File: src/rtl/core/psev_pkg.sv
`timescale 1ns / 1ps
`default_nettype none

package psev_pkg;

   // Fixed widths of the channel fields
   localparam int KIND_W   = 5;
   localparam int WORD_W   = 32;
   localparam int STATUS_W = 2;

   typedef enum logic [KIND_W-1:0] {
      KIND_LITERAL  = 5'd0,
      KIND_VARIABLE = 5'd1,
      KIND_NOT      = 5'd2,
      KIND_OR       = 5'd3,
      KIND_AND      = 5'd4,
      KIND_MUL      = 5'd5,
      KIND_DIV      = 5'd6,
      KIND_MOD      = 5'd7,
      KIND_ADD      = 5'd8,
      KIND_SUB      = 5'd9,
      KIND_LT       = 5'd10,
      KIND_GT       = 5'd11,
      KIND_LE       = 5'd12,
      KIND_GE       = 5'd13,
      KIND_EQ       = 5'd14,
      KIND_NE       = 5'd15,
      KIND_COND     = 5'd16
   } kind_type;

   typedef enum logic [STATUS_W-1:0] {
      STATUS_OK        = 2'd0,
      STATUS_MALFORMED = 2'd1,
      STATUS_OVERFLOW  = 2'd2,
      STATUS_DIVZERO   = 2'd3
   } status_type;

   typedef enum logic [1:0] {
      WR_LITERAL,
      WR_COUNT,
      WR_ALU,
      WR_ITER
   } wr_sel_type;

   typedef enum logic [1:0] {
      ITER_MUL,
      ITER_DIV,
      ITER_MOD
   } iter_mode_type;

   // Commands from the controller to the datapath
   typedef struct packed {
      logic          take;
      logic          op_shift;
      logic          wr_en;
      wr_sel_type    wr_sel;
      kind_type      alu_kind;
      logic          iter_start;
      iter_mode_type iter_mode;
      logic          rsp_load;
      status_type    rsp_status;
   } dp_cmd_type;

   // Status from the datapath to the controller
   typedef struct packed {
      logic divisor_zero;
      logic iter_done;
   } dp_stat_type;

endpackage

`default_nettype wire

File: src/rtl/core/psev_ifs.sv
`timescale 1ns / 1ps
`default_nettype none

interface psev_req_if;
   import psev_pkg::*;

   logic                valid;
   logic                ready;
   logic [KIND_W-1:0]   kind;
   logic [WORD_W-1:0]   literal;
   logic [WORD_W-1:0]   count_value;
   logic                last_token;

   modport source (output valid, kind, literal, count_value, last_token, input ready);
   modport sink   (input valid, kind, literal, count_value, last_token, output ready);
endinterface

interface psev_rsp_if;
   import psev_pkg::*;

   logic                valid;
   logic                ready;
   logic [WORD_W-1:0]   value;
   logic [STATUS_W-1:0] status;

   modport source (output valid, value, status, input ready);
   modport sink   (input valid, value, status, output ready);
endinterface

`default_nettype wire

File: src/rtl/core/psev_iter.sv
`timescale 1ns / 1ps
`default_nettype none

// Shared multi-cycle unit: shift-add multiply and restoring divide,
// one bit per cycle.
module psev_iter #(
   parameter int VALUE_WIDTH = 32
) (
   input  logic                       clock,
   input  logic                       reset,
   input  logic                       start,
   input  psev_pkg::iter_mode_type    mode,
   input  logic [VALUE_WIDTH-1:0]     op_a,
   input  logic [VALUE_WIDTH-1:0]     op_b,
   output logic                       done,
   output logic [VALUE_WIDTH-1:0]     result
);
   import psev_pkg::*;

   localparam int CW = $clog2(VALUE_WIDTH + 1);

   logic                   busy_ff, busy_in;
   logic                   done_ff, done_in;
   iter_mode_type          mode_ff, mode_in;
   logic [CW-1:0]          count_ff, count_in;
   logic [VALUE_WIDTH-1:0] acc_ff, acc_in;
   logic [VALUE_WIDTH-1:0] x_ff, x_in;
   logic [VALUE_WIDTH-1:0] y_ff, y_in;

   logic [VALUE_WIDTH+1:0] trial;

   assign trial = {1'b0, acc_ff, x_ff[VALUE_WIDTH-1]} - {2'b00, y_ff};

   always_comb begin
      busy_in  = busy_ff;
      done_in  = 1'b0;
      mode_in  = mode_ff;
      count_in = count_ff;
      acc_in   = acc_ff;
      x_in     = x_ff;
      y_in     = y_ff;
      if (start) begin
         busy_in  = 1'b1;
         mode_in  = mode;
         count_in = CW'(VALUE_WIDTH);
         acc_in   = '0;
         x_in     = op_a;
         y_in     = op_b;
      end else if (busy_ff) begin
         count_in = count_ff - CW'(1);
         if (count_ff == CW'(1)) begin
            busy_in = 1'b0;
            done_in = 1'b1;
         end
         if (mode_ff == ITER_MUL) begin
            // add shifted multiplicand when the multiplier bit is set
            if (y_ff[0]) begin
               acc_in = acc_ff + x_ff;
            end
            x_in = {x_ff[VALUE_WIDTH-2:0], 1'b0};
            y_in = {1'b0, y_ff[VALUE_WIDTH-1:1]};
         end else begin
            if (!trial[VALUE_WIDTH+1]) begin
               acc_in = trial[VALUE_WIDTH-1:0];
               x_in   = {x_ff[VALUE_WIDTH-2:0], 1'b1};
            end else begin
               acc_in = {acc_ff[VALUE_WIDTH-2:0], x_ff[VALUE_WIDTH-1]};
               x_in   = {x_ff[VALUE_WIDTH-2:0], 1'b0};
            end
         end
      end
   end

   always_ff @(posedge clock) begin
      if (reset) begin
         busy_ff <= 1'b0;
         done_ff <= 1'b0;
      end else begin
         busy_ff <= busy_in;
         done_ff <= done_in;
      end
      mode_ff  <= mode_in;
      count_ff <= count_in;
      acc_ff   <= acc_in;
      x_ff     <= x_in;
      y_ff     <= y_in;
   end

   assign done   = done_ff;
   assign result = (mode_ff == ITER_DIV) ? x_ff : acc_ff;

endmodule

`default_nettype wire

File: src/rtl/core/psev_dp.sv
`timescale 1ns / 1ps
`default_nettype none

// Datapath: operand stack memory, operand registers, ALU, iterative unit
// and the result register.
module psev_dp #(
   parameter int STACK_ENTRIES = 16,
   parameter int VALUE_WIDTH   = 32
) (
   input  logic                                clock,
   input  logic                                reset,
   input  logic [psev_pkg::WORD_W-1:0]         req_literal,
   input  logic [psev_pkg::WORD_W-1:0]         req_count_value,
   input  psev_pkg::dp_cmd_type                cmd,
   input  logic [$clog2(STACK_ENTRIES)-1:0]    rd_addr,
   input  logic [$clog2(STACK_ENTRIES)-1:0]    wr_addr,
   output psev_pkg::dp_stat_type               stat,
   output logic [psev_pkg::WORD_W-1:0]         rsp_value,
   output logic [psev_pkg::STATUS_W-1:0]       rsp_status
);
   import psev_pkg::*;

   logic [VALUE_WIDTH-1:0] stack_ff [STACK_ENTRIES];
   logic [VALUE_WIDTH-1:0] rdata_ff;
   logic [VALUE_WIDTH-1:0] lit_ff;
   logic [VALUE_WIDTH-1:0] cnt_val_ff;
   logic [VALUE_WIDTH-1:0] op_c_ff;
   logic [VALUE_WIDTH-1:0] op_a_ff;
   logic [VALUE_WIDTH-1:0] op_b_ff;
   logic [WORD_W-1:0]      rsp_value_ff;
   logic [STATUS_W-1:0]    rsp_status_ff;

   logic [VALUE_WIDTH-1:0] alu_result;
   logic [VALUE_WIDTH-1:0] iter_result;
   logic [VALUE_WIDTH-1:0] wr_data;
   logic [VALUE_WIDTH:0]   diff;
   logic                   a_lt_b;
   logic                   a_eq_b;
   logic                   iter_done;

   psev_iter #(
      .VALUE_WIDTH (VALUE_WIDTH)
   ) u_iter (
      .clock  (clock),
      .reset  (reset),
      .start  (cmd.iter_start),
      .mode   (cmd.iter_mode),
      .op_a   (op_a_ff),
      .op_b   (op_b_ff),
      .done   (iter_done),
      .result (iter_result)
   );

   assign diff   = {1'b0, op_a_ff} - {1'b0, op_b_ff};
   assign a_lt_b = diff[VALUE_WIDTH];
   assign a_eq_b = (op_a_ff == op_b_ff);

   always_comb begin
      case (cmd.alu_kind)
         KIND_NOT:  alu_result = VALUE_WIDTH'(op_b_ff == '0);
         KIND_OR:   alu_result = VALUE_WIDTH'((op_a_ff != '0) || (op_b_ff != '0));
         KIND_AND:  alu_result = VALUE_WIDTH'((op_a_ff != '0) && (op_b_ff != '0));
         KIND_ADD:  alu_result = op_a_ff + op_b_ff;
         KIND_SUB:  alu_result = diff[VALUE_WIDTH-1:0];
         KIND_LT:   alu_result = VALUE_WIDTH'(a_lt_b);
         KIND_GT:   alu_result = VALUE_WIDTH'(!a_lt_b && !a_eq_b);
         KIND_LE:   alu_result = VALUE_WIDTH'(a_lt_b || a_eq_b);
         KIND_GE:   alu_result = VALUE_WIDTH'(!a_lt_b);
         KIND_EQ:   alu_result = VALUE_WIDTH'(a_eq_b);
         KIND_NE:   alu_result = VALUE_WIDTH'(!a_eq_b);
         KIND_COND: alu_result = (op_c_ff != '0) ? op_a_ff : op_b_ff;
         default:   alu_result = '0;
      endcase
   end

   always_comb begin
      case (cmd.wr_sel)
         WR_LITERAL: wr_data = lit_ff;
         WR_COUNT:   wr_data = cnt_val_ff;
         WR_ALU:     wr_data = alu_result;
         WR_ITER:    wr_data = iter_result;
         default:    wr_data = '0;
      endcase
   end

   // Stack memory: one write port, one registered read port
   always_ff @(posedge clock) begin
      if (cmd.wr_en) begin
         stack_ff[wr_addr] <= wr_data;
      end
      rdata_ff <= stack_ff[rd_addr];
   end

   always_ff @(posedge clock) begin
      if (cmd.take) begin
         lit_ff     <= VALUE_WIDTH'(req_literal);
         cnt_val_ff <= VALUE_WIDTH'(req_count_value);
      end
      // shift operands in, top of stack lands in op_b
      if (cmd.op_shift) begin
         op_c_ff <= op_a_ff;
         op_a_ff <= op_b_ff;
         op_b_ff <= rdata_ff;
      end
      if (cmd.rsp_load) begin
         rsp_value_ff  <= (cmd.rsp_status == STATUS_OK) ? WORD_W'(rdata_ff) : '0;
         rsp_status_ff <= cmd.rsp_status;
      end
   end

   assign stat.divisor_zero = (op_b_ff == '0);
   assign stat.iter_done    = iter_done;
   assign rsp_value         = rsp_value_ff;
   assign rsp_status        = rsp_status_ff;

endmodule

`default_nettype wire

File: src/rtl/core/psev_ctrl.sv
`timescale 1ns / 1ps
`default_nettype none

// Controller: token decode, stack pointer, error latch and sequencing.
module psev_ctrl #(
   parameter int STACK_ENTRIES = 16
) (
   input  logic                                clock,
   input  logic                                reset,
   input  logic                                req_valid,
   input  logic [psev_pkg::KIND_W-1:0]         req_kind,
   input  logic                                req_last,
   output logic                                req_ready,
   input  logic                                rsp_ready,
   output logic                                rsp_valid,
   input  psev_pkg::dp_stat_type               stat,
   output psev_pkg::dp_cmd_type                cmd,
   output logic [$clog2(STACK_ENTRIES)-1:0]    rd_addr,
   output logic [$clog2(STACK_ENTRIES)-1:0]    wr_addr
);
   import psev_pkg::*;

   localparam int AW  = $clog2(STACK_ENTRIES);
   localparam int SPW = $clog2(STACK_ENTRIES + 1);

   typedef enum logic [2:0] {
      ST_IDLE,
      ST_EXEC,
      ST_LOAD,
      ST_SETTLE,
      ST_COMPUTE,
      ST_WAIT,
      ST_FINISH,
      ST_EMIT
   } state_type;

   state_type  state_ff, state_in;
   logic [SPW-1:0] sp_ff, sp_in;
   status_type err_ff, err_in;
   kind_type   kind_ff, kind_in;
   logic       last_ff, last_in;
   logic [1:0] need_ff, need_in;
   logic [1:0] cnt_ff, cnt_in;
   logic       cap_ff, cap_in;
   logic       rsp_valid_ff, rsp_valid_in;

   logic [SPW-1:0] rd_ptr;
   logic [SPW-1:0] sp_base;
   logic [1:0]     need;

   assign rd_ptr  = sp_ff - SPW'(cnt_ff);
   assign sp_base = sp_ff - SPW'(need_ff);

   always_comb begin
      state_in     = state_ff;
      sp_in        = sp_ff;
      err_in       = err_ff;
      kind_in      = kind_ff;
      last_in      = last_ff;
      need_in      = need_ff;
      cnt_in       = cnt_ff;
      cap_in       = 1'b0;
      rsp_valid_in = rsp_valid_ff & ~rsp_ready;
      need         = 2'd0;
      cmd          = '0;
      cmd.alu_kind = kind_ff;
      cmd.op_shift = cap_ff;
      rd_addr      = '0;
      wr_addr      = sp_ff[AW-1:0];

      unique case (state_ff)
         ST_IDLE: begin
            if (req_valid) begin
               cmd.take = 1'b1;
               kind_in  = kind_type'(req_kind);
               last_in  = req_last;
               state_in = ST_EXEC;
            end
         end
         ST_EXEC: begin
            state_in = ST_FINISH;
            if (err_ff == STATUS_OK) begin
               unique case (kind_ff) inside
                  KIND_LITERAL, KIND_VARIABLE: begin
                     if (sp_ff == SPW'(STACK_ENTRIES)) begin
                        err_in = STATUS_OVERFLOW;
                     end else begin
                        cmd.wr_en  = 1'b1;
                        cmd.wr_sel = (kind_ff == KIND_LITERAL) ? WR_LITERAL : WR_COUNT;
                        sp_in      = sp_ff + SPW'(1);
                     end
                  end
                  KIND_NOT, KIND_OR, KIND_AND, KIND_MUL, KIND_DIV, KIND_MOD,
                  KIND_ADD, KIND_SUB, KIND_LT, KIND_GT, KIND_LE, KIND_GE,
                  KIND_EQ, KIND_NE, KIND_COND: begin
                     if (kind_ff == KIND_NOT) begin
                        need = 2'd1;
                     end else if (kind_ff == KIND_COND) begin
                        need = 2'd3;
                     end else begin
                        need = 2'd2;
                     end
                     if (sp_ff < SPW'(need)) begin
                        err_in = STATUS_MALFORMED;
                     end else begin
                        need_in  = need;
                        cnt_in   = need;
                        state_in = ST_LOAD;
                     end
                  end
                  default: begin
                     err_in = STATUS_MALFORMED;
                  end
               endcase
            end
         end
         ST_LOAD: begin
            // read deepest operand first, capture it in the following cycle
            rd_addr = rd_ptr[AW-1:0];
            cnt_in  = cnt_ff - 2'd1;
            cap_in  = 1'b1;
            if (cnt_ff == 2'd1) begin
               state_in = ST_SETTLE;
            end
         end
         ST_SETTLE: begin
            state_in = ST_COMPUTE;
         end
         ST_COMPUTE: begin
            unique case (kind_ff) inside
               KIND_MUL: begin
                  cmd.iter_start = 1'b1;
                  cmd.iter_mode  = ITER_MUL;
                  state_in       = ST_WAIT;
               end
               KIND_DIV, KIND_MOD: begin
                  if (stat.divisor_zero) begin
                     err_in   = STATUS_DIVZERO;
                     state_in = ST_FINISH;
                  end else begin
                     cmd.iter_start = 1'b1;
                     cmd.iter_mode  = (kind_ff == KIND_DIV) ? ITER_DIV : ITER_MOD;
                     state_in       = ST_WAIT;
                  end
               end
               default: begin
                  cmd.wr_en  = 1'b1;
                  cmd.wr_sel = WR_ALU;
                  wr_addr    = sp_base[AW-1:0];
                  sp_in      = sp_base + SPW'(1);
                  state_in   = ST_FINISH;
               end
            endcase
         end
         ST_WAIT: begin
            if (stat.iter_done) begin
               cmd.wr_en  = 1'b1;
               cmd.wr_sel = WR_ITER;
               wr_addr    = sp_base[AW-1:0];
               sp_in      = sp_base + SPW'(1);
               state_in   = ST_FINISH;
            end
         end
         ST_FINISH: begin
            if (!last_ff) begin
               state_in = ST_IDLE;
            end else if (!rsp_valid_ff) begin
               // fetch the bottom entry for the result
               rd_addr  = '0;
               state_in = ST_EMIT;
            end
         end
         ST_EMIT: begin
            cmd.rsp_load = 1'b1;
            if (err_ff != STATUS_OK) begin
               cmd.rsp_status = err_ff;
            end else if (sp_ff != SPW'(1)) begin
               cmd.rsp_status = STATUS_MALFORMED;
            end else begin
               cmd.rsp_status = STATUS_OK;
            end
            rsp_valid_in = 1'b1;
            sp_in        = '0;
            err_in       = STATUS_OK;
            state_in     = ST_IDLE;
         end
         default: begin
            state_in = ST_IDLE;
         end
      endcase
   end

   always_ff @(posedge clock) begin
      if (reset) begin
         state_ff     <= ST_IDLE;
         sp_ff        <= '0;
         err_ff       <= STATUS_OK;
         cap_ff       <= 1'b0;
         rsp_valid_ff <= 1'b0;
      end else begin
         state_ff     <= state_in;
         sp_ff        <= sp_in;
         err_ff       <= err_in;
         cap_ff       <= cap_in;
         rsp_valid_ff <= rsp_valid_in;
      end
      kind_ff <= kind_in;
      last_ff <= last_in;
      need_ff <= need_in;
      cnt_ff  <= cnt_in;
   end

   assign req_ready = (state_ff == ST_IDLE);
   assign rsp_valid = rsp_valid_ff;

endmodule

`default_nettype wire

File: src/rtl/core/postfix_stack_evaluator_unit.sv
`timescale 1ns / 1ps
`default_nettype none

// Channel   Dir  Payload                                   Notes
// req_chan  in   kind, literal, count_value, last_token   one token per request
// rsp_chan  out  value, status                            one per last_token request
//
// Sequence: a push or a rejected token passes through decode and finish before
// ready returns; not, logic, add/sub, compare and conditional also read the
// stack memory once per operand, settle and compute; mul, div and mod read their
// operands and then run the one-bit-per-cycle shift-add / restoring unit, which
// a zero divisor skips. A last token adds a state to load the bottom entry into the result register.
// Reset clears the stack pointer, the error latch and the result valid flag.
// The result register holds while rsp_chan stalls; only a last token waits on it.
module postfix_stack_evaluator_unit #(
   parameter int STACK_ENTRIES = 16,
   parameter int VALUE_WIDTH   = 32
) (
   input  logic       clock,
   input  logic       reset,
   psev_req_if.sink   req_chan,
   psev_rsp_if.source rsp_chan
);
   import psev_pkg::*;

   localparam int AW = $clog2(STACK_ENTRIES);

   dp_cmd_type    cmd;
   dp_stat_type   stat;
   logic [AW-1:0] rd_addr;
   logic [AW-1:0] wr_addr;

   // Controller: decode each request, track depth and the first error,
   // sequence operand reads, ALU or iterative work, and the result write.
   psev_ctrl #(
      .STACK_ENTRIES (STACK_ENTRIES)
   ) u_ctrl (
      .clock     (clock),
      .reset     (reset),
      .req_valid (req_chan.valid),
      .req_kind  (req_chan.kind),
      .req_last  (req_chan.last_token),
      .req_ready (req_chan.ready),
      .rsp_ready (rsp_chan.ready),
      .rsp_valid (rsp_chan.valid),
      .stat      (stat),
      .cmd       (cmd),
      .rd_addr   (rd_addr),
      .wr_addr   (wr_addr)
   );

   // Datapath: stack memory, operand registers, ALU, mul/div unit and the
   // result register that drives rsp_chan.
   psev_dp #(
      .STACK_ENTRIES (STACK_ENTRIES),
      .VALUE_WIDTH   (VALUE_WIDTH)
   ) u_dp (
      .clock           (clock),
      .reset           (reset),
      .req_literal     (req_chan.literal),
      .req_count_value (req_chan.count_value),
      .cmd             (cmd),
      .rd_addr         (rd_addr),
      .wr_addr         (wr_addr),
      .stat            (stat),
      .rsp_value       (rsp_chan.value),
      .rsp_status      (rsp_chan.status)
   );

endmodule

`default_nettype wire

File: src/flat_wrapper.sv
// flat-port wrapper written by rule: the top's interface ports become plain ports
module postfix_stack_evaluator_unit_flat import psev_pkg::*;
#(
   parameter int STACK_ENTRIES = 16,
   parameter int VALUE_WIDTH   = 32
)
  (clock, reset, req_chan_valid, req_chan_kind, req_chan_literal, req_chan_count_value, req_chan_last_token, req_chan_ready, rsp_chan_valid, rsp_chan_value, rsp_chan_status, rsp_chan_ready);
  psev_req_if req_chan_i ();
  psev_rsp_if rsp_chan_i ();
  input  logic clock;
  input  logic reset;
  input wire logic [$bits(req_chan_i.valid)-1:0] req_chan_valid;
  input wire logic [$bits(req_chan_i.kind)-1:0] req_chan_kind;
  input wire logic [$bits(req_chan_i.literal)-1:0] req_chan_literal;
  input wire logic [$bits(req_chan_i.count_value)-1:0] req_chan_count_value;
  input wire logic [$bits(req_chan_i.last_token)-1:0] req_chan_last_token;
  output wire logic [$bits(req_chan_i.ready)-1:0] req_chan_ready;
  output wire logic [$bits(rsp_chan_i.valid)-1:0] rsp_chan_valid;
  output wire logic [$bits(rsp_chan_i.value)-1:0] rsp_chan_value;
  output wire logic [$bits(rsp_chan_i.status)-1:0] rsp_chan_status;
  input wire logic [$bits(rsp_chan_i.ready)-1:0] rsp_chan_ready;
  assign req_chan_i.valid = req_chan_valid;
  assign req_chan_i.kind = req_chan_kind;
  assign req_chan_i.literal = req_chan_literal;
  assign req_chan_i.count_value = req_chan_count_value;
  assign req_chan_i.last_token = req_chan_last_token;
  assign req_chan_ready = req_chan_i.ready;
  assign rsp_chan_valid = rsp_chan_i.valid;
  assign rsp_chan_value = rsp_chan_i.value;
  assign rsp_chan_status = rsp_chan_i.status;
  assign rsp_chan_i.ready = rsp_chan_ready;
  postfix_stack_evaluator_unit #(.STACK_ENTRIES(STACK_ENTRIES), .VALUE_WIDTH(VALUE_WIDTH)) u_core (.clock(clock), .reset(reset), .req_chan(req_chan_i), .rsp_chan(rsp_chan_i));
endmodule
File: config.mk
export PLATFORM = sky130hd
export DESIGN_NAME = postfix_stack_evaluator_unit_flat
export DESIGN_NICKNAME = d
export VERILOG_FILES = /design/src/rtl/core/psev_pkg.sv /design/src/rtl/core/psev_ifs.sv /design/src/rtl/core/psev_iter.sv /design/src/rtl/core/psev_dp.sv /design/src/rtl/core/psev_ctrl.sv /design/src/rtl/core/postfix_stack_evaluator_unit.sv /design/src/flat_wrapper.sv
export SDC_FILE = /design/constraint.sdc
export NUM_CORES = 2
export LEC_CHECK = 0
export BUFFER_PORTS_ARGS = -buffer_cell sky130_fd_sc_hd__buf_2
export CAP_MARGIN = 0
export CORE_ASPECT_RATIO = 1.4
export CORE_MARGIN = 10
export CORE_UTILIZATION = 40
export DETAILED_ROUTE_END_ITERATION = 10
export PLACE_DENSITY = 0.61
export SYNTH_ARGS = -nofsm -noshare
export SYNTH_HDL_FRONTEND = slang
export SYNTH_SLANG_ARGS = --single-unit
File: constraint.sdc
create_clock -name clock -period 4.8 [get_ports clock]
set_input_delay 0.48 -clock clock [delete_from_list [all_inputs] [get_ports clock]]
set_output_delay 0.48 -clock clock [all_outputs]
set_load 0.05 [all_outputs]
# ---- Word level (Yosys, flattened, before mapping)
# Memories as Yosys holds them, arrays and structs flattened. A register that Yosys moved wholly into a read port is not among the register bits.
# Cells that the tools add are included.
dict set report word_totals {
  out_inout_bits 36
  wordCells 196
  in_bits 74
  mem_bits_rw 512
  n_memories 1
  reg_bits 322
}
dict set report op_classes {
  n_eq_ne 47
  n_bitwise 4
  addsub 10
  muxes 75
  reduce_logical 35
  magnitude_cmp 1
}
# memory words width rd rd_ports_with_merged_regs write_ports line
set memory_table {}
lappend memory_table {u_core.u_dp.stack_ff 16 32 1 1 1 psev_dp.sv:23} ;# logic [VALUE_WIDTH-1:0] stack_ff [STACK_ENTRIES];
# cell n
set op_table {}
lappend op_table {{one-hot mux 32 bit (12 select lines)} 1}
lappend op_table {{2-to-1 mux 32 bit} 10}
lappend op_table {{one-hot mux 32 bit (4 select lines)} 1}
lappend op_table {{nonzero test 32 bit} 3}
lappend op_table {{adder 32 bit} 2}
lappend op_table {{2-to-1 mux 3 bit} 16}
lappend op_table {{== test 5 x 4 -> 1 bit, second input constant} 8}
lappend op_table {{subtractor 33 x 32 -> 34 bit} 1}
lappend op_table {{subtractor 32 x 32 -> 33 bit} 1}
lappend op_table {{== test 32 bit} 1}
lappend op_table {{zero test 32 bit} 1}
lappend op_table {{2-to-1 mux 2 bit} 15}
lappend op_table {{2-to-1 mux 5 bit} 5}
lappend op_table {{one-hot mux 3 bit (8 select lines)} 1}
lappend op_table {{== test 5 x 3 -> 1 bit, second input constant} 4}
lappend op_table {{one-hot mux 5 bit (4 select lines)} 1}
lappend op_table {{inequality test 2 bit, second input constant} 8}
lappend op_table {{2-to-1 mux 1 bit} 15}
lappend op_table {{OR reduction 15 bit} 1}
lappend op_table {{== test 3 bit, second input constant} 4}
lappend op_table {{2-to-1 mux 4 bit} 3}
lappend op_table {{one-hot mux 3 bit (2 select lines)} 2}
lappend op_table {{AND reduction 4 bit} 3}
lappend op_table {{AND reduction 6 bit} 2}
lappend op_table {{35 further kinds} 63}

# ---- Logic depth before layout (Yosys ltp)
dict set report depth {
  ltp_word 11
  ltp_mapped 14
  mapped_depth_nobuf 14
}

# ---- Modules after synthesis
# A second synthesis with hierarchy kept.
dict set report hier_totals {
  cells_unflattened 2978
  area_unflattened_um2 41671.2
}
# module n_inst area_each_um2 seq_area_each_um2 cells_per_inst
set by_module_without_submodules {}
lappend by_module_without_submodules {psev_dp 1 31519.0 21840.9 1822}
lappend by_module_without_submodules {psev_iter 1 8451.9 2782.7 957}
lappend by_module_without_submodules {psev_ctrl 1 1700.4 540.5 199}

# ---- Worst setup path before layout
# No wires, ideal clock.
dict set report synth_timing {
  kind {flip-flop to flip-flop}
  start {reg u_core.u_ctrl.state_ff[2]}
  end {reg u_core.u_ctrl.kind_ff[0] (enable)}
  setup_ns 0.435
  synth_period_minus_slack_ns 4.088
  required_ns 4.365
  path_buffers 2
  t_arrival_ns 3.653
  slack_ns 0.712
  path_stages_with_launch 5
  cell_sequence {dfxtp_1 > clkbuf_1 > clkbuf_1 > nor3_1 > and2_1}
}
dict set report synth_between {
  elab_chain_len 2
}
# element line
set synth_rtl {}
lappend synth_rtl {{start: declaration} psev_ctrl.sv:37} ;# state_type state_ff, state_in;
lappend synth_rtl {{start signal: assignment} psev_ctrl.sv:201} ;# state_ff <= state_in;
lappend synth_rtl {{zero test 3 bit} --}
lappend synth_rtl {{via req_chan_ready} flat_wrapper.sv:17} ;# output wire logic [$bits(req_chan_i.ready)-1:0] req_chan_ready;
lappend synth_rtl {{AND reduction 2 bit (no line)} --}
lappend synth_rtl {{end signal: assignment} psev_ctrl.sv:207} ;# kind_ff <= kind_in;
lappend synth_rtl {{end: declaration} psev_ctrl.sv:40} ;# kind_type kind_ff, kind_in;
# The timed path passes the listed nets, and every way through them passes these cells.
# A chain may end at the register's enable or synchronous reset.

# ---- Final worst setup path
dict set report layout_timing {
  start {reg u_core.u_dp.op_a_ff[2]}
  end {mem u_core.u_dp.stack_ff[7][30], data pin}
}
dict set report layout_between {
  elab_chain_len 3
  word_cells_on_any_way 4
  cone_classes {add/sub: 2; mux: 2}
}
# element line
set layout_rtl {}
lappend layout_rtl {{start: declaration} psev_dp.sv:28} ;# logic [VALUE_WIDTH-1:0] op_a_ff;
lappend layout_rtl {{start signal: assignment} psev_dp.sv:102} ;# op_a_ff <= op_b_ff;
lappend layout_rtl {{subtractor 32 x 32 -> 33 bit or adder 32 bit (tied branches)} {psev_dp.sv:54, psev_dp.sv:63}}
lappend layout_rtl {{one-hot mux 32 bit (12 select lines) *} psev_dp.sv:59} ;# case (cmd.alu_kind)
lappend layout_rtl {{one-hot mux 32 bit (4 select lines) *} psev_dp.sv:77} ;# case (cmd.wr_sel)
lappend layout_rtl {{via u_core.u_dp.wr_data[30]} psev_dp.sv:35} ;# logic [VALUE_WIDTH-1:0] wr_data;
lappend layout_rtl {{end: declaration} psev_dp.sv:23}
# Mark *: on every way through the listed nets, which the timed path passes. The rest lies on a longest branch.

==> metrics.txt <==
# TYPE chip_impl_metric gauge
chip_impl_metric{name="grt_start_max_net_pins",unit=""} 180
chip_impl_info{name="ys.flop_type",value="sky130_fd_sc_hd__edfxtp_1"} 1
chip_impl_info{name="cells_traversed_along_the_worst_timing_path",value="ha_1 -> nand2b_1 -> a221oi_2 -> o41ai_1 -> buf_4 -> a21oi_1 -> a21oi_1 -> o41ai_1 -> a21oi_1 -> o22ai_1 -> o21ai_1 -> a21oi_1"} 1
chip_impl_metric{name="clk-insertion-delay-late",unit="ps"} 700
chip_impl_metric{name="synth_top_area_share",unit="%"} 55.95
chip_impl_metric{name="worstPathMaxFanout",unit=""} 16
chip_impl_metric{name="die_h",unit="um"} 403.3
chip_impl_metric{name="timing.final.crit_share",unit="%"} 94.15
chip_impl_info{name="crit_family",value="compound AO/OA/AOI/OAI gates"} 1
chip_impl_info{name="hold_path_startpoint",value="rsp_chan_ready"} 1
chip_impl_metric{name="via_count",unit=""} 30476
chip_impl_metric{name="cts_inserted_buffers",unit=""} 87
chip_impl_metric{name="finish.utilization",unit="%"} 46.44
chip_impl_metric{name="synth.cell_area",unit="um2"} 41970
chip_impl_metric{name="ys_ff_latch",unit=""} 866
chip_impl_metric{name="synth_async_sr_flop_share",unit="%"} 0
chip_impl_metric{name="vias_in_the_first_global_route",unit=""} 30019
chip_impl_metric{name="power.ir.vdd_worst",unit="uV"} 392.5
chip_impl_info{name="run_status",value="finished clean"} 1
chip_impl_metric{name="final_layout_size_suffix_gt1_share",unit="%"} 11.32
chip_impl_metric{name="hold-path-cell-count",unit=""} 3
chip_impl_metric{name="h-tree-depth",unit=""} 3
chip_impl_metric{name="fin_skew",unit="ps"} 33.17
chip_impl_metric{name="share_clk_of_total_power",unit="%"} 27.3
chip_impl_info{name="min_to",value="u_core.u_ctrl.rsp_valid"} 1
chip_impl_metric{name="placedInstanceArea",unit="um2"} 44660
chip_impl_info{name="most_area_consuming_cells_after_synthesis",value="sky130_fd_sc_hd__edfxtp_1, sky130_fd_sc_hd__nand2_1, sky130_fd_sc_hd__ha_1"} 1
chip_impl_metric{name="num_io_pins",unit=""} 110
chip_impl_metric{name="power.static_leakage",unit="nW"} 16.87
chip_impl_info{name="clockRootBuffer",value="sky130_fd_sc_hd__clkbuf_16"} 1
chip_impl_metric{name="setup_total_negative_slack",unit="ps"} 0
chip_impl_info{name="cp-start-kind",value="flop"} 1
chip_impl_info{name="netlist.top_cell.by_area",value="sky130_fd_sc_hd__edfxtp_1"} 1
chip_impl_metric{name="drc",unit=""} 0
chip_impl_metric{name="power.share.combinational",unit="%"} 31.5
chip_impl_metric{name="core_area",unit="um2"} 104100
chip_impl_metric{name="period_minus_ws_final",unit="ps"} 4519
chip_impl_metric{name="wirelength",unit="um"} 128800
chip_impl_metric{name="post_layout_nonfiller_instances",unit=""} 5298
chip_impl_metric{name="synthesis.instances",unit=""} 3708
chip_impl_metric{name="drt_first_iter_violations",unit=""} 2560
chip_impl_metric{name="area_growth_syn_to_layout",unit="%"} 15.14
chip_impl_metric{name="die_x",unit="um"} 293.8
chip_impl_metric{name="grt_first_pass_wirelength",unit="um"} 190200
chip_impl_metric{name="cap_viol_max_count",unit=""} 0
chip_impl_info{name="tritoncts",value="built"} 1
chip_impl_metric{name="clk_pin_slew",unit="ps"} 60
chip_impl_info{name="crit-reg2reg-capture",value="u_core.u_dp.stack_ff[7][30]"} 1
chip_impl_metric{name="floorplan.die_area",unit="um2"} 118500
chip_impl_info{name="rsz0062_at_grt",value="no"} 1
chip_impl_metric{name="synthesis.yosys.warnings",unit=""} 0
chip_impl_metric{name="switching_share",unit="%"} 35.55
chip_impl_metric{name="initial_utilization",unit="%"} 40.34
chip_impl_metric{name="numPlacedInstances",unit=""} 5063
chip_impl_metric{name="worstPathBufferInverterCount",unit=""} 1
chip_impl_metric{name="worst_pin_slew",unit="ps"} 1321
chip_impl_metric{name="intPower",unit="W"} 0.01659
chip_impl_metric{name="antenna_violations_before_repair",unit=""} 2
chip_impl_metric{name="numClockSinks",unit=""} 866
chip_impl_metric{name="slew_violations",unit=""} 0
chip_impl_metric{name="layout.nets",unit=""} 4088
chip_impl_info{name="min-delay-path-class",value="in -> reg"} 1
chip_impl_metric{name="report.final.setup_viol",unit=""} 0
chip_impl_metric{name="power.net_switching",unit="W"} 0.009146
chip_impl_metric{name="p_per_area",unit="nW/um2"} 532.5
chip_impl_metric{name="worstPathArrival",unit="ps"} 4830
chip_impl_metric{name="clock_tree.buffer_depth",unit=""} 3
chip_impl_metric{name="ff2ff_setup_slack",unit="ps"} 280
chip_impl_metric{name="critPathRequiredTime",unit="ps"} 5110
chip_impl_metric{name="share_seq_of_total_power",unit="%"} 41.2
chip_impl_info{name="critical_path.endpoint_type",value="flop"} 1
chip_impl_info{name="setup.worst_path.class",value="reg -> reg"} 1
chip_impl_metric{name="row_count",unit=""} 140
chip_impl_metric{name="number_of_different_library_cells_in_the_post_synthesis_netlist",unit=""} 94
chip_impl_metric{name="ant_nets",unit=""} 0
chip_impl_metric{name="tightest_slew_margin_relative_to_the_limit",unit="%"} 11.91
chip_impl_metric{name="drt-pass1-iter-count",unit=""} 7
chip_impl_metric{name="fillerInstances",unit=""} 9523
chip_impl_metric{name="hold_violations",unit=""} 0
chip_impl_info{name="critical_path.reg2reg.startpoint",value="u_core.u_dp.op_a_ff[2]"} 1
chip_impl_info{name="worst_path_max_delay_cell",value="sky130_fd_sc_hd__a21oi_1"} 1
chip_impl_metric{name="grt_usage",unit="%"} 21.26
chip_impl_metric{name="place.gp.congestion",unit=""} 0.9218
chip_impl_metric{name="post_cts.repair.setup_buffers",unit=""} 0
chip_impl_metric{name="r2r_depth",unit=""} 12
chip_impl_metric{name="grt-ovfl-total",unit=""} 0
chip_impl_metric{name="wire_per_inst",unit="um"} 24.31
chip_impl_metric{name="critPathMaxStageDelay",unit="ps"} 950
chip_impl_info{name="critical_path.startpoint",value="u_core.u_dp.op_a_ff[2]"} 1
chip_impl_metric{name="dp_hpwl",unit="um"} 85690
chip_impl_metric{name="avgViaCountPerCell",unit=""} 5.752
chip_impl_metric{name="postSynthAreaPerCell",unit="um2"} 11.32
chip_impl_info{name="crit_top_cell",value="sky130_fd_sc_hd__a21oi_1"} 1
chip_impl_metric{name="cts-resized-gates",unit=""} 0
chip_impl_metric{name="seq_area_frac_synth",unit="%"} 59.96
chip_impl_metric{name="fmax",unit="GHz"} 0.2213
chip_impl_metric{name="finished_cell_area",unit="um2"} 48330
chip_impl_metric{name="synth_nets",unit=""} 3923
chip_impl_metric{name="number_of_buffers_inserted_by_port_buffering",unit=""} 109
chip_impl_metric{name="synth_edf_count",unit=""} 782
## cells in the final DEF, fill, tap and decap left out, drive strengths merged, types with 84 or more instances in the layout
cell	count
dfxtp	84
o21ai	151
buf	234
clkbuf	111
edfxtp	782
nor2b	145
inv	129
ha	135
nand2	553
a211oi	195
a21oi	285
nor2	187
## tightest hold or removal path, stage by stage
cell and delay (ps):
sky130_fd_sc_hd__buf_2 70, sky130_fd_sc_hd__nand2b_1 90, sky130_fd_sc_hd__a21oi_1 60
## synthesized netlist by cell type, types with 6 or more instances
master	instances
sky130_fd_sc_hd__o21ai_1	40
sky130_fd_sc_hd__o211ai_1	26
sky130_fd_sc_hd__a31oi_1	81
sky130_fd_sc_hd__edfxtp_1	782
sky130_fd_sc_hd__a211oi_1	194
sky130_fd_sc_hd__o21a_1	13
sky130_fd_sc_hd__nor4_1	32
sky130_fd_sc_hd__a311oi_1	69
sky130_fd_sc_hd__nor3_1	38
sky130_fd_sc_hd__and2_1	46
sky130_fd_sc_hd__nor2_1	185
sky130_fd_sc_hd__nand4_1	21
sky130_fd_sc_hd__a211o_1	6
sky130_fd_sc_hd__dfxtp_1	84
sky130_fd_sc_hd__o21bai_1	20
sky130_fd_sc_hd__a21oi_1	284
sky130_fd_sc_hd__nor2b_1	145
sky130_fd_sc_hd__nor3b_1	6
sky130_fd_sc_hd__clkbuf_1	190
sky130_fd_sc_hd__or3_1	10
sky130_fd_sc_hd__fa_1	6
sky130_fd_sc_hd__a221o_1	6
sky130_fd_sc_hd__o221ai_1	6
sky130_fd_sc_hd__ha_1	135
sky130_fd_sc_hd__nand2_1	553
sky130_fd_sc_hd__o31ai_1	14
sky130_fd_sc_hd__o41ai_1	6
sky130_fd_sc_hd__inv_1	122
sky130_fd_sc_hd__nand2b_1	30
sky130_fd_sc_hd__o22ai_1	23
sky130_fd_sc_hd__buf_2	21
sky130_fd_sc_hd__mux2i_1	52
sky130_fd_sc_hd__a221oi_1	28
sky130_fd_sc_hd__o31a_1	7
sky130_fd_sc_hd__nand3_1	48
sky130_fd_sc_hd__buf_1	15
sky130_fd_sc_hd__o21ai_0	110
sky130_fd_sc_hd__xor2_1	28
sky130_fd_sc_hd__a21o_1	48
sky130_fd_sc_hd__and3_1	11
sky130_fd_sc_hd__xnor2_1	54
sky130_fd_sc_hd__or2_2	7
sky130_fd_sc_hd__inv_2	6
## how the worst max path moves through the flow
stage	depth (start not counted)	end
6_report	12	u_core.u_dp.stack_ff[7][30]
5_1_grt	13	u_core.u_dp.stack_ff[4][30]
4_1_cts	12	u_core.u_dp.stack_ff[15][30]
3_5_place_dp	12	u_core.u_dp.stack_ff[7][30]
3_3_place_gp	12	u_core.u_dp.stack_ff[7][30]
2_1_floorplan	4	u_core.u_ctrl.kind_ff[0]
## per-layer routing
layer,share of wire [%],GRT usage [%],wire (um),up-vias
met2,50,36.62,63870,986
met1,40,25.87,51830,14987
met4,5.1,11.11,6560,0
met5,0,0,0,-
met3,5.1,2.567,6555,260
li1,-,-,-,14243
## layout make-up
| cell class | instances | area [um2] | share of cell area (%) |
|---|---|---|---|
| sequential | 866 | 25170 | 52.08 |
| clock buffer | 111 | 2371 | 4.906 |
| inverter | 128 | 481.7 | 0.9968 |
| clock inverter | 53 | 586.8 | 1.214 |
| antenna | 1 | 2.502 | 0.005178 |
| tap | 1349 | 1688 | 3.493 |
| multi-input combinational | 2486 | 15670 | 32.42 |
| timing repair buffer | 304 | 2360 | 4.883 |
## stage by stage
| stage | total power (W) | hold WS (ps) | worst slack, ps |
|---|---|---|---|
| 5_1_grt | 0.02701 | 78.94 | 15.24 |
| 6_report | 0.02573 | 76.60 | 280.8 |
| 3_3_place_gp | 0.01865 | 412.4 | 361.9 |
| 3_5_place_dp | 0.01871 | 413.3 | 288.1 |
| 2_1_floorplan | 0.01588 | 400.0 | 712.4 |
| 4_1_cts | 0.02582 | 37.25 | 275.7 |
## power by group through the flow
stage	Combinational [W]	Sequential [W]	Clock (W)
floorplan	0.00556	0.0103	0
global placement	0.00794	0.0107	0
detailed placement	0.00799	0.0107	0
CTS	0.00808	0.0106	0.00716
global route	0.00893	0.0107	0.00743
finish	0.00811	0.0106	0.00703
## kinds of logic (layout without fill, tap and decap cells)
family / count (synthesis) / count (layout) / share of synthesized area (%)
and+or+nand+nor: 1159 / 1159 / 12.77
AOI/OAI and AO/OA: 1050 / 1050 / 16.68
DFF: 866 / 866 / 59.96
buffers and inverters: 356 / 596 / 3.273
adders and majority gates: 141 / 141 / 4.311
xor gates and xnor gates: 82 / 82 / 1.711
muxes: 54 / 54 / 1.294
other: 0 / 1 / 0
## timing repair
item                                   CTS  global route
endpoints found under the hold margin   70             0
hold buffers                            70             0
setup endpoints to repair                0             0
## flip-flops by register name, summed over array words and instances, names as in the netlist, 2 cells and up
signal and cells:
u_core.u_ctrl.state_ff 3, u_core.u_ctrl.need_ff 2, u_core.u_dp.lit_ff 32, u_core.u_ctrl.err_ff 2
u_core.u_ctrl.sp_ff 5, u_core.u_dp.rsp_status 2, u_core.u_dp.u_iter.x_ff 32, u_core.u_dp.op_b_ff 32
u_core.u_dp.op_a_ff 32, u_core.u_dp.rsp_value 32, u_core.u_dp.u_iter.count_ff 6, u_core.u_dp.cnt_val_ff 32
u_core.u_dp.op_c_ff 32, u_core.u_ctrl.cnt_ff 2, u_core.u_ctrl.kind_ff 5, u_core.u_dp.u_iter.y_ff 32
u_core.u_dp.u_iter.mode_ff 2, u_core.u_dp.rdata_ff 32, u_core.u_dp.u_iter.acc_ff 32, u_core.u_dp.stack_ff 512
No activity file was read; power rests on OpenSTA's default activity.
